### src/sv/rtds_pkg.sv
// Package for the RGBA [1,2,1] half-size decimator.
// Holds payload structs, controller state type and command/status structs.
package rtds_pkg;

	localparam int unsigned CfgWidthW = 13;
	localparam int unsigned ChanW = 16;
	localparam int unsigned AlphaW = 13;
	localparam int unsigned SumW = 20;
	localparam int unsigned QuotW = 17;

	localparam logic CfgWidthIdx = 1'b0;
	localparam logic CfgHeightIdx = 1'b1;

	typedef struct packed {
		logic [15:0] in_red;
		logic [15:0] in_green;
		logic [15:0] in_blue;
		logic [12:0] in_alpha;
	} pix_in_t;

	typedef struct packed {
		logic [15:0] out_red;
		logic [15:0] out_green;
		logic [15:0] out_blue;
		logic [12:0] out_alpha;
		logic frame_end;
	} pix_out_t;

	typedef enum logic [2:0] {
		ST_IDLE,
		ST_READ,
		ST_SUM,
		ST_DIV,
		ST_OUT
	} rtds_state_t;

	// controller -> datapath
	typedef struct packed {
		logic capture;    // latch input item, issue memory read
		logic col_sum;    // form vertical sums, update stores
		logic emit_calc;  // form 2D sums and start divider
		logic div_step;   // one quotient bit
		logic load_out;   // move result to output register
	} rtds_cmd_t;

	// datapath -> controller
	typedef struct packed {
		logic in_frame;   // captured pixel is inside the active area
		logic odd_row;
		logic odd_col;
		logic div_done;
		logic out_busy;   // output register still holds a result
	} rtds_stat_t;

endpackage

### src/sv/rtds_ctrl.sv
// Controller state machine of the decimator.
// Depends on rtds_pkg for state and command/status structs.
module rtds_ctrl import rtds_pkg::*; (
	input  logic       clk,
	input  logic       arst_n,
	input  logic       in_valid,
	output logic       in_ready,
	input  rtds_stat_t stat,
	output rtds_cmd_t  cmd
);

	rtds_state_t state_q, state_d;

	always_ff @(posedge clk or negedge arst_n) begin
		if (!arst_n) begin
			state_q <= ST_IDLE;
		end else begin
			state_q <= state_d;
		end
	end

	always_comb begin
		state_d = state_q;
		case (state_q)
			ST_IDLE: begin
				if (in_valid) state_d = ST_READ;
			end
			ST_READ: state_d = ST_SUM;
			ST_SUM: begin
				if (stat.in_frame && stat.odd_row && stat.odd_col) state_d = ST_DIV;
				else state_d = ST_IDLE;
			end
			ST_DIV: begin
				if (stat.div_done) state_d = ST_OUT;
			end
			ST_OUT: begin
				if (!stat.out_busy) state_d = ST_IDLE;
			end
			default: state_d = ST_IDLE;
		endcase
	end

	always_comb begin
		cmd = '0;
		in_ready = 1'b0;
		case (state_q)
			ST_IDLE: begin
				in_ready = 1'b1;
				cmd.capture = in_valid;
			end
			ST_SUM: begin
				cmd.col_sum = 1'b1;
				cmd.emit_calc = stat.in_frame && stat.odd_row && stat.odd_col;
			end
			ST_DIV: cmd.div_step = 1'b1;
			ST_OUT: cmd.load_out = !stat.out_busy;
			default: ;
		endcase
	end

endmodule

### config.mk
export PLATFORM = sky130hd
export DESIGN_NAME = rtds_ctrl
export DESIGN_NICKNAME = d
export VERILOG_FILES = /design/src/sv/rtds_pkg.sv /design/src/sv/rtds_ctrl.sv
export SDC_FILE = /design/constraint.sdc
export NUM_CORES = 1
export LEC_CHECK = 0
export BUFFER_PORTS_ARGS = -buffer_cell sky130_fd_sc_hd__buf_4
export CORE_AREA = 2 2 39 41
export CTS_CLUSTER_DIAMETER = 50
export DETAILED_ROUTE_END_ITERATION = 7
export DIE_AREA = 0 0 41 43
export SYNTH_ARGS = -nofsm -noshare
export SYNTH_HDL_FRONTEND = slang
export SYNTH_SLANG_ARGS = --single-unit
export TNS_END_PERCENT = 10
### constraint.sdc
create_clock -name clk -period 1.1 [get_ports clk]
set_input_delay 0.33 -clock clk [delete_from_list [all_inputs] [get_ports clk]]
set_output_delay 0.33 -clock clk [all_outputs]
set_load 0.01 [all_outputs]
# == Word level (Yosys, flattened, before mapping) ==
# Index checks and enable logic that the tools add are counted.
# word_totals
ff_bits,3
elab_cells,23
# classes
reduce_logical,5
eq_ne,7
muxes,10
# ops
cell,count
3-bit case mux with 5 select lines,1
3-bit 2-to-1 mux,3
"3-bit by 2-bit equality test with 1-bit output, second input constant",2
"2-bit inequality test, second input constant",3
1-bit 2-to-1 mux,4
2-bit 2-to-1 mux,2
"3-bit by 1-bit equality test with 1-bit output, second input constant",1
"3-bit equality test, second input constant",1
3-bit zero test,1
3-bit AND reduction,1
1-bit logical AND,2
1-bit zero test,1

# == Depth between registers and ports, before layout ==
# logic_depth
depth_word,4
ltp_mapped,4
ltp_nobuf,4

# == Worst setup path after synthesis ==
# No wires, ideal clock.
# synth_path
kind,reg2out
from,register state_q[2]
to,output port cmd[4] (netlist bit)
n_path_buf,0
stages_incl_launch_ff,4
arrival_ns,0.996
slack_ns,-0.226
cell_sequence,dfrtp_1 nor3_1 nand2_1 inv_1
# synth_rtl
element,line,source
"start, declared",rtds_ctrl.sv:12,"rtds_state_t state_q, state_d;"
"start signal, assigned",rtds_ctrl.sv:18,state_q <= state_d;
"end, declared",rtds_ctrl.sv:9,output rtds_cmd_t cmd

==> summary.txt <==
Outcome
  • Failing checks: setup timing
  • Status: finished with violations

CTS
  • Clk Latency, worst-skew pair: 230 ps
  • CTS Buf Count: 3
  • Clk sinks: 3
  • Clock Pin Slew Worst Setup and Hold Paths: 40 ps
  • CTS tree: done
  • Clock buffer depth: 2
  • H-tree levels: 1
  • Clock root cell: clkbuf_4

Cells and area
  • Share of post-route cells with drive strength above 1: 0.682
  • Finished layout cell area: 403 µm²
  • Nets: 53
  • Util after Layout: 0.291
  • Top flop regs: state_q: 3 flops
  • Layout area overhead: 142%
  • Antenna cells: 0
  • Filler-free cell count of the finished design: 60
  • Max reg flops: 3
  • Top reg by flops: state_q

Place
  • Placement Cell Area: 327 µm²
  • Placed cell count: 53
  • Placer Congestion: 0.757
  • Port Buffers: 13

Timing
  • Final WS setup: -431 ps
  • Final period util: 1.39
  • Tmin final: 1530 ps
  • RSZ-0062 raised after global routing: true
  • Maximum clock rate: 653 MHz
  • Final setup vio count: 9
  • Fin. Hold Viols: 0
  • Final Max Slew Viols: 0
  • Setup TNS: -2540 ps
  • Skew final: 0.593 ps
  • Max transition margin: 0.868
  • Worst Tran Pin Value: 197 ps

Min path
  • Hold Crit Class: in -> reg

Synthesis
  • Post-Synthesis Cell Area: 166 µm²
  • Avg Cell Area, Syn: 8.76 µm²
  • Commonest cells post-synth: nand2_1, dfrtp_1, inv_1
  • Synth top area share: 0.451
  • Synthesized net count: 27
  • Count of flip-flops with a built-in enable after synthesis: 0
  • Cells after Synth: 19
  • Post-synthesis sequential area ratio: 0.451
  • Share of synthesized registers carrying an async set or reset: 1.00
  • Total of warnings raised by yosys: 0
  • #FFs+latches synth: 3
  • Yosys top cell by area: dfrtp_1
  • Top FF cell, synth: dfrtp_1
  • Distinct cell type count after synthesis: 12
  • Top post-synthesis cells by area: dfrtp_1, nand2_1, nor3b_2
  • Top-count cell post-synth: nand2_1

Power and ir drop
  • Total chip power: 0.877 mW
  • Sequential cell fraction of total power: 0.275
  • Worst vdd ir: 705 µV
  • Pwr dens: 2180 nW/µm²
  • Sw Share: 0.336
  • Net switching power: 0.295 mW
  • Power share of the clock group: 0.217
  • Comb power frac: 0.508
  • Int Power: 0.582 mW
  • Lkg Pwr: 0.207 nW

Global route
  • GRT overflow: 0
  • Global-route wire length before repair: 883 µm
  • GRT Total Usage: 0.0804
  • Largest net degree at the start of global routing: 7
  • Initial antenna violation count: 0
  • Vias in the first global route: 230

Detailed routing
  • # DRC: 0
  • Routed WL: 546 µm
  • Antenna-violating nets left: 0
  • 1st-pass router iterations: 3
  • Vias per cell: 3.68
  • WL per Instance: 9.10 µm
  • Via Count: 221
  • Initial DRC count: 1

Setup path
  • Startpoint Class: register
  • Worst path max stage delay: 430 ps
  • Critical-path cell list: nor3b_2 > nand4_1 > inv_1 > buf_4
  • Critical path endpoint category: output pin
  • Crit-path leading delay family: flip-flops
  • Worst Path Buf+Inv: 2
  • Crit Path Max Fanout: 6
  • Worst path slowest cell: dfrtp_2
  • CP required: 770 ps
  • CP arrival: 1200 ps
  • Kind of critical path: reg -> out

Floorplanning
  • Core Area: 1380 µm²
  • Row cnt: 14
  • Die height: 43 µm
  • Die area: 1760 µm²
  • Chip Width: 41 µm
  • Starting density of the core: 0.120
  • I/O pin cnt: 14

Job
  • Number of max-cap violations: 0
-- layout make-up --
class	instances	area [µm²]
Inverter	3	11.3
Multi-Input combinational cell	13	91.3
Clock buffer	4	26.3
Timing Repair Buffer	21	175
Tap cell	16	20.0
Sequential cell	3	78.8
Fill cell	157	981
-- path summary, 6_finish.rpt --
check / startpoint / to / slack (ps) / cells after the start
worst max-delay path: state_q[2]$_DFFE_PN0P_ / cmd[2] / -430 / 4
worst min-delay path: stat[1] / state_q[0]$_DFFE_PN0P_ / 330 / 2
worst max register to register: state_q[2]$_DFFE_PN0P_ / state_q[0]$_DFFE_PN0P_ / -210 / 6
worst min register to register: state_q[2]$_DFFE_PN0P_ / state_q[1]$_DFFE_PN0P_ / 560 / 1
max in group asynchronous: arst_n / state_q[0]$_DFFE_PN0P_ / 570 / 2
min in group asynchronous: arst_n / state_q[2]$_DFFE_PN0P_ / 430 / 2
-- routing by layer --
metal	track usage	routed length (µm)	up-vias
met5	0	0	-
li1	-	-	116
met2	0.122	293	7
met3	0.0471	32	0
met1	0.0742	220	98
met4	0.0600	0	0
-- logic make-up after synthesis --
| logic type | count (synthesis) | share of synthesized area |
|---|---|---|
| DFF | 3 | 0.451 |
| and+or+nand+nor | 10 | 0.346 |
| buffers and inverters | 3 | 0.0677 |
| AOI/OAI and AO/OA | 3 | 0.135 |
-- power groups by stage --
stage	clock (mW)	sequential [mW]	combinational (mW)
after global routing	0.210	0.251	0.477
final	0.191	0.241	0.445
after floorplan	0	0.208	0.160
after detailed placement	0	0.228	0.394
after CTS	0.197	0.235	0.439
after global placement	0	0.225	0.395
-- placed cells by master (no fill, tap or decap) --
cell type / n
a32o_1: 1
inv_2: 1
nor3_2: 1
o211ai_1: 1
nor4b_2: 1
clkbuf_4: 3
nor3b_2: 1
clkbuf_1: 1
buf_4: 16
buf_6: 4
dfrtp_2: 3
o21ai_0: 1
nor2_1: 1
nand2_1: 4
dlygate4sd3_1: 1
nand4_1: 1
inv_1: 2
or2_1: 1
-- stage by stage --
step                      worst slack, ps  hold slack (ps)
after floorplan                      -194             34.4
after global placement               -173              120
after detailed placement             -207              120
after CTS                            -424              331
after global routing                 -489              332
final                                -431              333
-- timing repair --
| action | in CTS | in global routing |
|---|---|---|
| setup endpoints to repair | 9 | 9 |
| resized for setup | 6 | 3 |
| hold endpoints to repair | 3 | 0 |
| buffers inserted | 1 | 1 |
| pin swaps | 3 | 4 |
| hold buffers | 1 | 0 |
No activity file was read; power rests on OpenSTA's default activity.
